## config.mk

```make
export PLATFORM = sky130hd
export DESIGN_NAME = dtl_ram
export DESIGN_NICKNAME = d
export VERILOG_FILES = /design/src/sv/dtl_ram.sv
export SDC_FILE = /design/constraint.sdc
export NUM_CORES = 2
export LEC_CHECK = 0
export BUFFER_PORTS_ARGS = -buffer_cell sky130_fd_sc_hd__buf_2
export CAP_MARGIN = 20
export CORE_MARGIN = 2
export CORE_UTILIZATION = 62
export DETAILED_ROUTE_END_ITERATION = 10
export PLACE_DENSITY_LB_ADDON = 0.25
export REMOVE_ABC_BUFFERS = 1
export SLEW_MARGIN = 5
export SYNTH_ARGS = -nofsm -noshare
export SYNTH_HDL_FRONTEND = slang
export SYNTH_SLANG_ARGS = --single-unit
```

## constraint.sdc

```tcl
create_clock -name clock -period 3.6 [get_ports clock]
set_clock_uncertainty 0.2 [all_clocks]
set_input_delay 0.36 -clock clock [delete_from_list [all_inputs] [get_ports clock]]
set_output_delay 0.36 -clock clock [all_outputs]
set_load 0.02 [all_outputs]
```

## src/sv/dtl_ram.sv

```systemverilog
module dtl_ram #(
   parameter int WIDTH = 16,
   parameter int DEPTH = 256
) (
   input  logic                     clock,
   input  logic                     we,
   input  logic [$clog2(DEPTH)-1:0] waddr,
   input  logic [WIDTH-1:0]         wdata,
   input  logic [$clog2(DEPTH)-1:0] raddr,
   output logic [WIDTH-1:0]         rdata
);

   logic [WIDTH-1:0] mem [0:DEPTH-1];

   always_ff @(posedge clock) begin
      if (we) begin
         mem[waddr] <= wdata;
      end
      rdata <= mem[raddr];
   end

endmodule

```

Word-level counts from Yosys, hierarchy flattened
Memory sizes are Yosys's and may differ from the RTL's. A register that Yosys moved wholly into a read port is not among the register bits.
Index checks and enable logic that the tools add are counted.
{"block": "word_totals", "ff_bits": 0, "ram_bits": 4096, "in_bits": 34, "n_memories": 1}
{"name": "mem", "depth": 256, "word_bits": 16, "rd": 1, "rd_ports_with_merged_regs": 1, "wr": 1, "line_no": "13", "text": "logic [WIDTH-1:0] mem [0:DEPTH-1];"}
{"block": "classes", "muxes": 2}
{"cell": "1-bit 2-to-1 mux", "count": 2}

Depth between registers and ports, before layout
{"block": "logic_depth", "ltp_word": 2, "mapped_depth": 12, "mapped_depth_nobuf": 6}

Worst setup path after synthesis
No wires, ideal clock.
{"block": "synth_timing", "kind": "input to register", "start": "input port waddr[3]", "end": "memory mem[235][0], enable pin", "arrival_time_ns": 2.137, "slack_ns": 0.875, "cell_stages": 6, "n_path_buf": 3, "cell_sequence": "clkbuf_1 nor2b_1 clkbuf_1 nand4_1 clkbuf_1 nor2_1"}
{"element": "from (decl)", "line_no": "7", "text": "input logic [$clog2(DEPTH)-1:0] waddr,"}
{"element": "to (decl)", "line_no": "13"}
Straight into the memory's write port.

==> metrics.cfg <==
[worst_setup_path]
nature_of_the_critical_path_endpoint = flip-flop
worst-setup-path-type = flip-flop to flip-flop
cp_data_required_time_ns = 4.24
critPathLaunch = mem[2][8]
r2r_slack_ns = 0.21
critPathArrivalTime_ns = 4.03
worst_r2r_path_depth = 7
reg_to_reg_critical_path_startpoint = mem[2][8]
timing.critical_path.fanout_max = 1
r2r_end = rdata[8]
worstSetupStartpointType = flip-flop

[outcome]
outcome = finished, final reports clean

[global_route]
globalRouteOverflowTotal = 0
grt_start_max_net_pins = 130
grtUsageTotal_pct = 32.2
grt.busiest_layer = met2
met2_layer_usage_reported_by_global_route_pct = 49.2
grt_pass1_wl_microns = 590000
use_met1_pct = 45.3
antenna_found_initial = 26
grt_pass1_vias = 80488
use_met3_pct = 7.52

[final_layout]
final_cell_area_sq_um = 181000
final_nets = 8159
layout.filler_cells = 14393
final_layout_size_suffix_gt1_share_pct = 27.3
area_taken_by_multi_input_logic_gates_sq_um = 32900
flow.area_growth_from_synthesis_pct = 13.7
reg_area_sq_um = 123000

[sta]
period_share_pct = 94.2
timing.max_slew.rel_slack_pct = 18.9
clock.fmax_ghz = 0.295
finalSetupViolations = 0
hold_viol = 0
finalMaxSlewViolations = 0
rsz0062_at_grt = no
timing.final.ws_setup_ns = 0.208
finalWorstPathRequiredPeriod_ns = 3.39
timing.setup.tns_ns = 0
tightestPinTransition_ns = 1.22

[worst_hold_path]
holdPathStages = 4
min-delay-path-class = input pin to flip-flop
hold_start = waddr[3]
hold-path-endpoint = mem[204][11]

[synth]
netlist_instances = 7360
synth.yosys.warnings = 0
ys_seq_area_share_pct = 77.7
synth_flop_cell = sky130_fd_sc_hd__edfxtp_1
postSynthAreaPerCell_sq_um = 21.6
synth_commonest_cells = sky130_fd_sc_hd__edfxtp_1, sky130_fd_sc_hd__mux4_2, sky130_fd_sc_hd__mux2i_1
synth.cell_area_sq_um = 159000
edff_count_synth = 4096
synth-seq-cells = 4112
post-synth-top-count-cell = sky130_fd_sc_hd__edfxtp_1
synth.top_cells.by_area = sky130_fd_sc_hd__edfxtp_1, sky130_fd_sc_hd__mux4_2, sky130_fd_sc_hd__mux2i_1, sky130_fd_sc_hd__o221ai_1, sky130_fd_sc_hd__nor2_1
asyncSetResetFlopFracSynth_pct = 0
synth_largest_area_cell = sky130_fd_sc_hd__edfxtp_1
yosys.cell_types.count = 52
synth_top_area_share_pct = 77.5

[clock_tree]
cts_inserted_buffers = 405
post_cts.resized_instances = 0
buffers_inserted_during_post_cts_setup_optimization = 0
root_buffer = sky130_fd_sc_hd__clkbuf_16
clock_tree.buffer_depth = 4
number_of_buffers_inserted_by_hold_repair_at_cts = 20
cts.sink_count = 4112
clock_tree.htree_level_count = 5
worstSkewPairLatency_ns = 1.02
clk_pin_slew_worst_paths_ns = 0.06
tritoncts = done

[place]
dpl_worst_slack_ns = -0.493
globalplace.congestion = 0.930
port_buffers = 49
dpl-instance-area_sq_um = 167000
detailedPlacementHpwl_microns = 247000

[floorplan]
core_sq_um = 254000
start_util_pct = 62.4
die_h_microns = 510
io-pin-count = 50
fp-row-count = 185
floorplan.die.width_microns = 510
die_area_sq_um = 260000

[power]
power_density_nw_per_um2 = 552
p_leak_uw = 0.0583
vdd.ir_drop.worst_v = 0.000629

[route]
route.vias.total = 81898
totalWireLength_microns = 415000
drt_iter0_markers = 12502
routedWlPerCell_microns = 35.2
drt-pass1-iter-count = 7
post-route-drc-count = 0
detail-route-antenna-nets = 0
vias_per_cell = 6.94

[flow_run]
drv_cap = 0

[through the flow]
step	total power, uW	hold slack, ns	instances	utilization (%)
3_3_place_gp	58900	0.594	11062	65.8
6_report	99600	0.0646	11806	71.0
2_1_floorplan	55800	0.259	6908	-
4_1_cts	99900	0.00628	11796	70.9
3_5_place_dp	59000	0.596	11064	65.8
5_1_grt	102000	0.0476	11801	71.0
[layout by cell type, fill, tap and decap left out, drive strengths merged, types with 5 or more instances in the layout]
cell type    instances
nor2               304
o22ai              148
nor2b                9
diode               10
nor3                92
o32ai               21
inv                 11
a2111oi              6
o31ai               16
nand4               26
mux2                88
and3                11
clkbuf             495
a21oi              175
dlygate4sd3         20
clkinv             154
o21ai               38
a211oi              18
buf                789
nand3               35
dfxtp               16
or2                  5
a31oi                6
mux2i              565
mux4               797
a22o                32
nand2               38
edfxtp            4096
nor4                18
bufinv              45
o221ai             253
a22oi               43
clkinvlp            12
a221oi              28
[worst max-delay path: stages, from the launching register on]
cell                       delay (ns)
sky130_fd_sc_hd__edfxtp_1        0.37
sky130_fd_sc_hd__mux4_2          0.48
sky130_fd_sc_hd__mux2_2          0.32
sky130_fd_sc_hd__a22oi_1         0.38
sky130_fd_sc_hd__buf_4           0.19
sky130_fd_sc_hd__nand2_1         0.14
sky130_fd_sc_hd__o32ai_1         1.02
sky130_fd_sc_hd__nor4_1          0.15
[where the power goes]
| part | switching (uW) | internal (uW) | total [uW] |
|---|---|---|---|
| sequential | 92.1 | 52800 | 52900 |
| combinational | 3370 | 1880 | 5250 |
| clock | 17300 | 24200 | 41500 |
| total | 20800 | 78800 | 99600 |
[logic make-up (layout without fill, tap and decap cells)]
kind of cell | count (synthesis) | in the layout | share of synthesized area (%)
flip-flops | 4112 | 4112 | 77.7
other | 0 | 10 | 0
AND/OR/NAND/NOR | 556 | 556 | 1.57
AO/OA/AOI/OAI | 786 | 786 | 3.54
multiplexers | 1450 | 1450 | 15.5
buffers and inverters | 456 | 1526 | 1.69
[layout make-up]
| class | instances | share of cell area [%] |
|---|---|---|
| multi-input combinational | 2792 | 18.2 |
| clock inverter | 218 | 1.23 |
| clock buffer | 494 | 5.91 |
| inverter | 4 | 0.0152 |
| tap | 3366 | 2.33 |
| timing repair buffer | 810 | 3.97 |
| sequential | 4112 | 68.3 |
| antenna | 10 | 0.0139 |
[routing by layer]
| metal | up-vias | wire [microns] |
|---|---|---|
| met5 | - | 195 |
| met4 | 20 | 19700 |
| met3 | 829 | 50300 |
| met2 | 5613 | 197000 |
| met1 | 42644 | 149000 |
| li1 | 32792 | - |
[flip-flops by register name, summed over array words and instances (netlist names)]
| register | count |
|---|---|
| rdata | 16 |
| mem | 4096 |
[worst max-delay path by stage]
stage                           to  cells after the start  slack, ns
after floorplan           rdata[4]                      6      -3.46
after CTS                 rdata[2]                      8       0.19
after detailed placement  rdata[2]                     11      -0.49
final                     rdata[8]                      7       0.21
after global routing      rdata[2]                      8       0.25
after global placement    rdata[2]                     11      -0.54
Note: power is estimated with default switching activity, not from simulation.
