==> src/sv/dtl_relax.sv <==
module dtl_relax #(
   parameter int DW = 20,
   parameter int WB = 16
) (
   input  logic [DW-1:0] base,
   input  logic [WB-1:0] w,
   input  logic [DW-1:0] old_dist,
   input  logic          old_ok,
   input  logic [DW-1:0] cur_max,
   output logic [DW-1:0] next_dist,
   output logic [DW-1:0] next_max
);

   logic [DW-1:0] sum;

   always_comb begin
      sum       = base + DW'(w);
      next_dist = (!old_ok || sum > old_dist) ? sum : old_dist;
      next_max  = (next_dist > cur_max) ? next_dist : cur_max;
   end

endmodule

==> config.mk <==
export PLATFORM = sky130hd
export DESIGN_NAME = dtl_relax
export DESIGN_NICKNAME = d
export VERILOG_FILES = /design/src/sv/dtl_relax.sv
export SDC_FILE = /design/constraint.sdc
export NUM_CORES = 1
export LEC_CHECK = 0
export BUFFER_PORTS_ARGS = -buffer_cell sky130_fd_sc_hd__buf_2
export CAP_MARGIN = 20
export CORE_ASPECT_RATIO = 0.75
export CORE_MARGIN = 1
export CORE_UTILIZATION = 45
export DETAILED_ROUTE_END_ITERATION = 10
export PLACE_DENSITY = 0.85
export REMOVE_ABC_BUFFERS = 1
export SLEW_MARGIN = 20
export SYNTH_ARGS = -nofsm -noshare
export SYNTH_HDL_FRONTEND = slang
export SYNTH_SLANG_ARGS = --single-unit
==> constraint.sdc <==
create_clock -name vclk -period 9.2
set_clock_uncertainty 0.1 [all_clocks]
set_input_delay 1.84 -clock vclk [all_inputs]
set_output_delay 1.84 -clock vclk [all_outputs]
set_load 0.02 [all_outputs]
---- Word-level counts from Yosys, hierarchy flattened ----
Cells that the tools add are included.
storage, ports and cells
  flip-flop bits (word level) ............. 0
  input bits .............................. 77
  output and inout bits ................... 40
  logic and storage cells ................. 7
operators by class
  $add $sub $neg .......................... 1
  $lt $le $gt $ge ......................... 2
  mux-type cells .......................... 2
  reductions and logical operators ........ 2
operators by type and width
  operator          number
  $gt 20x20->1      2
  $mux 20           2
  $add 20x16->20    1
  $logic_not 1->1   1
  $logic_or 1x1->1  1

---- Logic depth before layout (Yosys ltp) ----
Gate-level depths: netlist of the first run.
  word-level depth ........................ 6
  gate-level depth with buffers ........... 29
  mapped depth without buffers ............ 26

---- Worst setup path after synthesis of the first run ----
Ideal clock, no wire load.
  kind .................................... input to output
  start ................................... input port base[3]
  end ..................................... output port next_max[10]
  arrival ................................. 7.794 ns
  data required time ...................... 7.260 ns
  path slack .............................. -0.534 ns
  cell stages on the path ................. 25
  path buffers ............................ 3
  cells stage by stage .................... ha_1 -> a21oi_2 -> o22ai_1 -> o41a_1 -> a22o_1 -> or4b_1 -> and4b_4 -> inv_1 -> ha_1 -> nand4_1 -> nor3_1 -> a221oi_1 -> o211ai_1 -> a21boi_2 -> buf_4 -> buf_4 -> mux2_1 -> ha_1 -> nand4_1 -> nor3_1 -> and2_1 -> a2111oi_0 -> a21oi_1 -> clkbuf_1 -> mux2_2
between the ends
  cells in the longest elaborated chain, start to end .. 6
RTL lines
  element                  line  source
  start: declaration       5     input logic [DW-1:0] base,
  $add 20x16->20 *         17    sum = base + DW'(w);
  $gt 20x20->1             18    next_dist = (!old_ok || sum > old_dist) ? sum : old_dist;
  $logic_or 1x1->1         18
  $mux 20 *                18
  named net next_dist[17]  10    output logic [DW-1:0] next_dist,
  $gt 20x20->1 *           19    next_max = (next_dist > cur_max) ? next_dist : cur_max;
  $mux 20 *                19
  end: declaration         11    output logic [DW-1:0] next_max
The timed path passes the listed nets; every way through them passes the cells marked *.

---- Worst setup path after layout of the first run ----
  start ................................... input port w[3]
  end ..................................... output port next_max[17]
between the ends
  cells in the longest elaborated chain, start to end .. 6
RTL lines
  element             line  source
  start: declaration  6     input logic [WB-1:0] w,
  $add 20x16->20 *    17
  $gt 20x20->1        18
  $logic_or 1x1->1    18
  $mux 20 *           18
  $gt 20x20->1        19
  $mux 20 *           19
Every way passes the cells marked *; elsewhere a longest branch is shown, timed or not.

==> results of run 1 <==
area by class of cell:
class | instances | area [um2]
tap | 72 | 90.1
inverter | 52 | 195
multi-input combinational | 271 | 2690
timing repair buffer | 169 | 1160
fill | 300 | 961
worst max-delay path, delay by kind of cell:
family,cells,cell delay (ns)
compound gates,13,2.72
buf+inv,6,0.77
mux,1,0.32
fa+ha+maj,3,0.70
simple gates,5,1.28
cell families (layout without fill, tap and decap cells):
group / count (synthesis) / after routing / synth area share [%]
adder cells (fa/ha/maj): 57 / 57 / 29.2
multiplexers: 33 / 33 / 14.9
AND/OR/NAND/NOR: 85 / 85 / 18.8
AO/OA/AOI/OAI: 83 / 83 / 23.2
XOR/XNOR: 13 / 13 / 4.61
buffers and inverters: 59 / 221 / 9.27
what timing repair did:
| action | CTS | global route |
|---|---|---|
| endpoints found under the setup margin | 20 | 20 |
| setup buffers | 6 | 8 |
| pin swaps | 25 | 33 |
| cloned | 4 | 0 |
| gates resized for setup | 72 | 54 |
worst max-delay path by stage:
| stage | to | depth (start not counted) |
|---|---|---|
| 4_1_cts | next_max[17] | 27 |
| 3_3_place_gp | next_max[4] | 26 |
| 2_1_floorplan | next_max[18] | 23 |
| 3_5_place_dp | next_max[4] | 27 |
| 6_report | next_max[17] | 28 |
| 5_1_grt | next_max[17] | 29 |
layer usage:
layer | GRT usage, % | part of all wire (%) | vias up
li1 | - | - | 1540
met1 | 39.1 | 39 | 1573
met2 | 54.3 | 45 | 263
met3 | 2.25 | 9.4 | 77
met4 | 12.1 | 6.7 | 0
met5 | 0 | 0 | -
where the power goes:
| part | switching [uW] | leakage [uW] | internal, uW |
|---|---|---|---|
| clock | 0 | 0 | 0 |
| combinational | 286 | 0.00216 | 265 |
| sequential | 0 | 0 | 0 |
| total | 286 | 0.00216 | 265 |
metrics by stage:
stage	total power, uW	std cells	instance area [um2]
after floorplan	251	323	2440
after global placement	383	546	3380
after detailed placement	392	546	3380
after CTS	460	556	3800
after global routing	576	564	4130
final	551	564	4130
placed cells by master (no fill, tap or decap), types with 4 or more instances in the layout:
cell	Yosys	layout
buf_6	0	27
o21ai_0	9	8
buf_4	2	43
ha_1	56	42
a21o_1	8	8
nor2_1	15	12
a21oi_1	25	23
and3_1	5	5
nand2_1	14	14
nand4_1	9	9
o211ai_1	4	4
nand2b_1	5	4
nand3_1	13	13
xnor2_1	12	9
mux2_2	23	9
mux2_4	0	18
ha_4	0	13
nor2b_1	6	4
buf_2	0	97
inv_1	52	51
==> flow_metrics.tcl, run 1 <==
set metrics [dict create \
    setup_slack_ns -0.378 \
    hold_depth 3 \
    clock.fmax_ghz 0.104 \
    hold_start "cur_max[8]" \
    dr.pass1.iters 5 \
    synth_common_cells "ha_1 (56), inv_1 (52), a21oi_1 (25)" \
    fin_tns_setup_ns -7.16 \
    routed_wl_um 10900 \
    synth_top_area_share_pct 28.4 \
    cp_data_required_time_ns 7.26 \
    synth_area_mm2 0.00247 \
    nNetsFinal 628 \
    coreArea_mm2 0.00509 \
    leakage_uw 0.00216 \
    start_kind "input port" \
    die_area_mm2 0.00579 \
    drtIter0Drc 272 \
    drive_gt1_share_pct 50.0 \
    fin_crit_ns 9.58 \
    grt_max_degree 11 \
    place_hpwl_um 6400 \
    relSlewSlack_pct 72.0 \
    synth_cells 330 \
    final_util_pct 81.1 \
    outcome "finished with violations" \
    antenna_cells 0 \
    seq_cells 0 \
    ys_types 53 \
    register_area_um2 0 \
    avgViaCountPerCell 6.12 \
    finalHoldViolCount 0 \
    avgSynthCellArea_um2 7.48 \
    irDropWorstVdd_mv 0.126 \
    route.detailed.drc 0 \
    vias 3453 \
    cpPeakStageDelay_ns 0.49 \
    synth.largest_area_cell "ha_1" \
    finalCritPeriodShare_pct 104 \
    ctsHoldBuffers 0 \
    wl_per_cell_um 19.3 \
    final.clkbuf_count 0 \
    synthTopCellsByArea "ha_1 (28%), mux2_2 (10%), inv_1 (7.9%), a21oi_1 (5.1%), xnor2_1 (4.3%)" \
    drv_slew 0 \
    grt_usage_pct 30.8 \
    tightest_slew_ns 0.413 \
    initial_core_util_pct 48.5 \
    ant_nets 0 \
    crit_fanout 7 \
    whs_ns 3.92 \
    die_h_um 66.2 \
    rows 22 \
    gr-total-overflow 0 \
    first_global_vias 3145 \
    crit_arrival_ns 7.64 \
    synth-seq-area-share_pct 0 \
    area_growth_pct 67.3 \
    die_w_um 87.5 \
    rsz0062_at_grt "yes" \
    endpoint_kind "output pin" \
    cp_slowest_cell "or4b_4" \
    gp_congestion 0.876 \
    worstSetupPathType "in -> out" \
    cp-startpoint "w[3]" \
    min_to "next_max[8]" \
    yosysMostFrequentCell "ha_1" \
    dp_slack_ns -0.268 \
    violations "setup timing" \
    p_per_area_mw_per_mm2 133 \
    yosysWarnings 0 \
    setup_viol 20 \
    ioPinCount 117 \
    cap_violations 0 \
    hp-class "in -> out" \
    grt_pass1_wl_um 14200 \
    grt_antenna_before_repair 0 \
    port_buffers 117 \
]
No activity file was read; power rests on OpenSTA's default activity.
==> run 2: changes to the inputs <==
clock period = 8.65 ns   (was 9.2 ns; I/O delays follow)
==> run 2 against run 1 <==
- the flow now stops in 5_1_grt
- synthesized area did not move
- synthesized cell count unchanged
==> flow_metrics.tcl, run 2 <==
set metrics [dict create \
    error "[ERROR GRT-0232] Routing congestion too high. Check the congestion heatmap in the GUI." \
    grt_usage_pct 73.2 \
    yosysWarnings 0 \
    synth_common_cells "ha_1 (56), inv_1 (52), a21oi_1 (25)" \
    synthTopCellsByArea "ha_1 (28%), mux2_2 (10%), inv_1 (7.9%), a21oi_1 (5.1%), xnor2_1 (4.3%)" \
    crit_endpoint "next_max[4]" \
    rows 22 \
    synth_cells 330 \
    endpoint_type "top-level output" \
    ioPinCount 117 \
    dpl_cell_area_mm2 0.00368 \
    avgSynthCellArea_um2 7.48 \
    grt_max_degree 11 \
    ctsHoldBuffers 0 \
    synth_area_mm2 0.00247 \
    lastStage "5_1_grt" \
    yosysMostFrequentCell "ha_1" \
    die_h_um 66.2 \
    outcome "stopped before the end" \
    place_hpwl_um 7140 \
    synth-seq-area-share_pct 0 \
    gp_congestion 0.889 \
    synth_top_area_share_pct 28.4 \
    port_buffers 117 \
    ys_types 53 \
    die_w_um 87.5 \
    synth.largest_area_cell "ha_1" \
    gr-total-overflow 44 \
    initial_core_util_pct 48.5 \
]
## run 2: cell counts after synthesis
No cell type changed its count.
## run 2: logic make-up after synthesis
group	share of synthesized area, %
and+or+nand+nor	18.8
xor gates and xnor gates	4.61
buffers and inverters	9.27
AOI/OAI and AO/OA	23.2
adders and majority gates	29.2
muxes	14.9
## run 2: layer usage
layer	overflow	GRT usage, %
met5	0	2.02
met4	19	78.7
met3	1	56.6
met2	24	94.9
met1	0	69.8
## run 2: per-stage QoR
step                setup TNS [ns]  cells  setup WS [ns]  util (%)  hold slack [ns]
floorplan                   -28.92    323          -1.58         -             3.53
global placement             -8.85    585         -0.478      72.2             3.72
detailed placement          -11.87    585         -0.640      72.2             3.72
CTS                          -3.29    607         -0.193      89.8             3.69
## run 2: repair_timing
| action | in CTS |
|---|---|
| cloned | 5 |
| setup endpoints to repair | 20 |
| gates resized for setup | 144 |
| pin swaps | 47 |
| buffers inserted | 17 |
==> run 3: changes to the inputs <==
CORE_ASPECT_RATIO = not set   (was 0.75)
CORE_UTILIZATION = 40   (was 45)
PLACE_DENSITY = not set   (was 0.85)
PLACE_DENSITY_LB_ADDON = 0.15   (was not set)
clock period = 11.2 ns   (was 8.65 ns; I/O delays follow)
==> run 3 against run 2 <==
- the run now ends clean
==> flow_metrics.tcl, run 3 (same netlist as run 1, synthesis figures left out) <==
set metrics [dict create \
    dr.pass1.iters 4 \
    first_global_vias 2600 \
    register_area_um2 0 \
    finalHoldViolCount 0 \
    antenna_cells 0 \
    setup_slack_ns 0.596 \
    worstSetupPathType "in -> out" \
    crit_buf_inv 4 \
    fin_tns_setup_ns 0 \
    final_cell_mix "buf_2 (117), ha_1 (56), inv_1 (52)" \
    routed_wl_um 7080 \
    drtIter0Drc 48 \
    outcome "completed" \
    coreArea_mm2 0.00596 \
    drive_gt1_share_pct 34.6 \
    finalCritPeriodShare_pct 94.7 \
    placed_cells 520 \
    final_util_pct 53.0 \
    ctsHoldBuffers 0 \
    hold_depth 3 \
    grt_antenna_before_repair 0 \
    tightest_slew_ns 0.529 \
    die_h_um 80.6 \
    layout_commonest_cell "buf_2" \
    setup_viol 0 \
    area_growth_pct 27.8 \
    final_cells 520 \
    die_w_um 80.6 \
    die_area_mm2 0.00649 \
    cpLargestDelayFamily "compound AO/OA/AOI/OAI gates" \
    cp_slowest_cell "o41a_1" \
    grt_max_degree 16 \
    rsz0062_at_grt "no" \
    initial_core_util_pct 41.5 \
    port_buffers 117 \
    leakage_uw 0.00173 \
    ioPinCount 117 \
    dpl_cell_area_mm2 0.00316 \
    crit_top_cell "ha_1" \
    hp-class "in -> out" \
    wl_per_cell_um 13.6 \
    postCtsSetupBuffers 0 \
    cap_violations 0 \
    start_kind "input port" \
    nNetsFinal 581 \
    cp_data_required_time_ns 8.86 \
    route.detailed.drc 0 \
    fin_crit_ns 10.60 \
    drv_slew 0 \
    relSlewSlack_pct 64.1 \
    ant_nets 0 \
    grt_pass1_wl_um 11600 \
    seq_cells 0 \
    p_per_area_mw_per_mm2 94.8 \
    vias 2790 \
    ctsResizeCount 0 \
    irDropWorstVdd_mv 0.0495 \
    place_hpwl_um 6250 \
    crit_arrival_ns 8.26 \
    clock.fmax_ghz 0.0943 \
    dp_slack_ns 0.620 \
    fin_area_mm2 0.00316 \
    rows 28 \
    endpoint_kind "output pin" \
    avgViaCountPerCell 5.37 \
    gp_congestion 0.878 \
    cpPeakStageDelay_ns 0.51 \
    gr-total-overflow 0 \
    grt_usage_pct 21.7 \
    crit_fanout 14 \
    min_to "next_max[5]" \
    final.clkbuf_count 0 \
    hold_start "cur_max[5]" \
]
[run 3: per-layer routing]
metal / routed length, um / share of wire, % / vias up / global-route usage (%)
met5: 0 / 0 / - / 0
met4: 15 / 0.21 / 0 / 0.536
met3: 263 / 3.7 / 2 / 0.455
met2: 3560 / 50 / 72 / 41.8
met1: 3240 / 46 / 1272 / 28.0
li1: - / - / 1444 / -
[run 3: cell type report]
cell class | instances | area [um2]
multi-input combinational | 271 | 2240
inverter | 52 | 195
tap | 75 | 93.8
fill | 643 | 2800
timing repair buffer | 122 | 623
[run 3: where the power goes]
part	total, uW	internal [uW]	switching, uW	leakage, uW
clock	0	0	0	0
combinational	299	126	173	0.00173
sequential	0	0	0	0
[run 3: per-stage QoR]
stage          total power, uW  hold slack (ns)
3_5_place_dp               298             4.74
3_3_place_gp               295             4.74
5_1_grt                    332             4.76
4_1_cts                    300             4.74
6_report                   299             4.74
2_1_floorplan              207             4.55
[run 3: worst max-delay path by stage]
stage | cells after the start | start | to
floorplan | 23 | base[3] | next_max[18]
global placement | 26 | base[3] | next_max[16]
detailed placement | 26 | base[3] | next_max[16]
CTS | 26 | base[3] | next_max[16]
global route | 28 | base[0] | next_max[12]
finish | 26 | base[3] | next_max[16]
==> run 4: changes to the inputs <==
CORE_ASPECT_RATIO = 1.2   (was not set)
==> run 4 against run 3 <==
- setup slack worse by 0.19 ns
- first-iteration DRC count grew 100%
- power shrank 0.75%
- critical endpoint is now next_max[14]
- non-clock buffer count unchanged
- wire length is 3.3% lower
- design area grew 0.83%
- critical path depth unchanged
- flip-flop and latch count unchanged
- die area barely moved
- worst hold slack worse by 0.0024 ns
- critical path type unchanged
- via count decreased by 0.43%
==> flow_metrics.tcl, run 4 (same netlist as run 1, synthesis figures left out) <==
set metrics [dict create \
    grt_usage_pct 20.3 \
    rows 31 \
    initial_core_util_pct 41.1 \
    die_w_um 73.7 \
    worstSetupPathType "in -> out" \
    p_per_area_mw_per_mm2 93.3 \
    route.detailed.drc 0 \
    die_area_mm2 0.00649 \
    area_growth_pct 28.9 \
    cp-startpoint "base[3]" \
    relSlewSlack_pct 67.1 \
    gp_congestion 0.839 \
    use_met2_pct 39.5 \
    placed_cells 526 \
    drtIter0Drc 98 \
    register_area_um2 0 \
    die_h_um 88.1 \
    hold_start "cur_max[4]" \
    nFillCells 622 \
    hp-class "in -> out" \
    gr-total-overflow 0 \
    avgViaCountPerCell 5.27 \
    final_cell_mix "buf_2 (117), ha_1 (56), inv_1 (52)" \
    gr-usage-met1_pct 25.5 \
    finalCritPeriodShare_pct 96.3 \
    nNetsFinal 581 \
    cap_violations 0 \
    leakage_uw 0.00173 \
    layout_commonest_cell "buf_2" \
    coreArea_mm2 0.00601 \
    crit_fanout 22 \
    place_hpwl_um 6090 \
    fin_tns_setup_ns 0 \
    final_util_pct 52.9 \
    grt.met3_usage_pct 0.806 \
    endpoint_kind "output pin" \
    routed_wl_um 6850 \
    drv_slew 0 \
    p_total_uw 297 \
    ant_nets 0 \
    grt-busiest-layer "met2" \
    rsz0062_at_grt "no" \
    drive_gt1_share_pct 34.8 \
    wl_per_cell_um 13.0 \
    finalHoldViolCount 0 \
    dr.pass1.iters 4 \
    outcome "completed" \
    hold_depth 3 \
    port_buffers 117 \
    seq_cells 0 \
    antenna_cells 0 \
    crit_arrival_ns 8.45 \
    irDropWorstVdd_mv 0.0537 \
    vias 2778 \
    ioPinCount 117 \
    final_cells 527 \
    tightest_slew_ns 0.481 \
    setup_viol 0 \
    grt_antenna_before_repair 0 \
    grt_max_degree 23 \
    min_to "next_max[4]" \
    first_global_vias 2432 \
    cp_data_required_time_ns 8.86 \
    grt_pass1_wl_um 10600 \
    clock.fmax_ghz 0.0927 \
    start_kind "input port" \
    fin_crit_ns 10.79 \
    final.clkbuf_count 0 \
]
==> run 4: critical path, stage by stage <==
cell and delay (ns):
buf_2 0.10, ha_1 0.36, a21oi_2 0.15, o22ai_1 0.16, o41a_1 0.51, a22o_1 0.25
or4b_1 0.51, and4b_4 0.23, inv_1 0.06, ha_1 0.23, nand4_1 0.14, nor3_1 0.06
a221oi_1 0.27, o211ai_1 0.15, a21boi_2 0.33, buf_12 0.21, mux2_1 0.40, ha_1 0.32
nand4_1 0.15, nor3_2 0.08, and2_1 0.16, a2111oi_0 0.50, a21oi_2 0.15, buf_4 0.26
mux2_2 0.31, buf_2 0.16
==> run 4: final cells by class <==
type	count	area (um2)	share of cell area (%)
well taps	82	103	3.22
inverters	52	195	6.13
multi-input cells	271	2250	70.7
repair buffers	122	636	20.0
==> run 4: what timing repair did <==
| item | in CTS | in global routing |
|---|---|---|
| resized for setup | 0 | 1 |
| buffers inserted | 0 | 1 |
| hold buffers | 0 | 0 |
| endpoints found under the setup margin | 0 | 17 |
==> run 4: per-layer routing <==
| metal | wire (um) | vias up |
|---|---|---|
| li1 | - | 1445 |
| met1 | 3020 | 1263 |
| met2 | 3570 | 70 |
| met3 | 256 | 0 |
| met4 | 0 | 0 |
| met5 | 0 | - |
==> run 4: per-stage QoR <==
step	instance area (um2)	hold WS, ns	setup slack (ns)
floorplan	2440	4.55	-0.0474
global placement	3170	4.74	0.484
detailed placement	3170	4.74	0.335
CTS	3170	4.74	0.319
global route	3180	4.76	0.0583
finish	3180	4.74	0.409
==> run 4: how the worst max path moves through the flow <==
stage / to / slack, ns / cells after the start
3_5_place_dp: next_max[14] / 0.34 / 26
5_1_grt: next_max[14] / 0.06 / 26
4_1_cts: next_max[14] / 0.32 / 26
2_1_floorplan: next_max[18] / -0.05 / 23
6_report: next_max[14] / 0.41 / 26
3_3_place_gp: next_max[14] / 0.48 / 26
==> run 4: report_power, final <==
part	internal, uW	switching [uW]
Combinational	127	170
Clock	0	0
Sequential	0	0
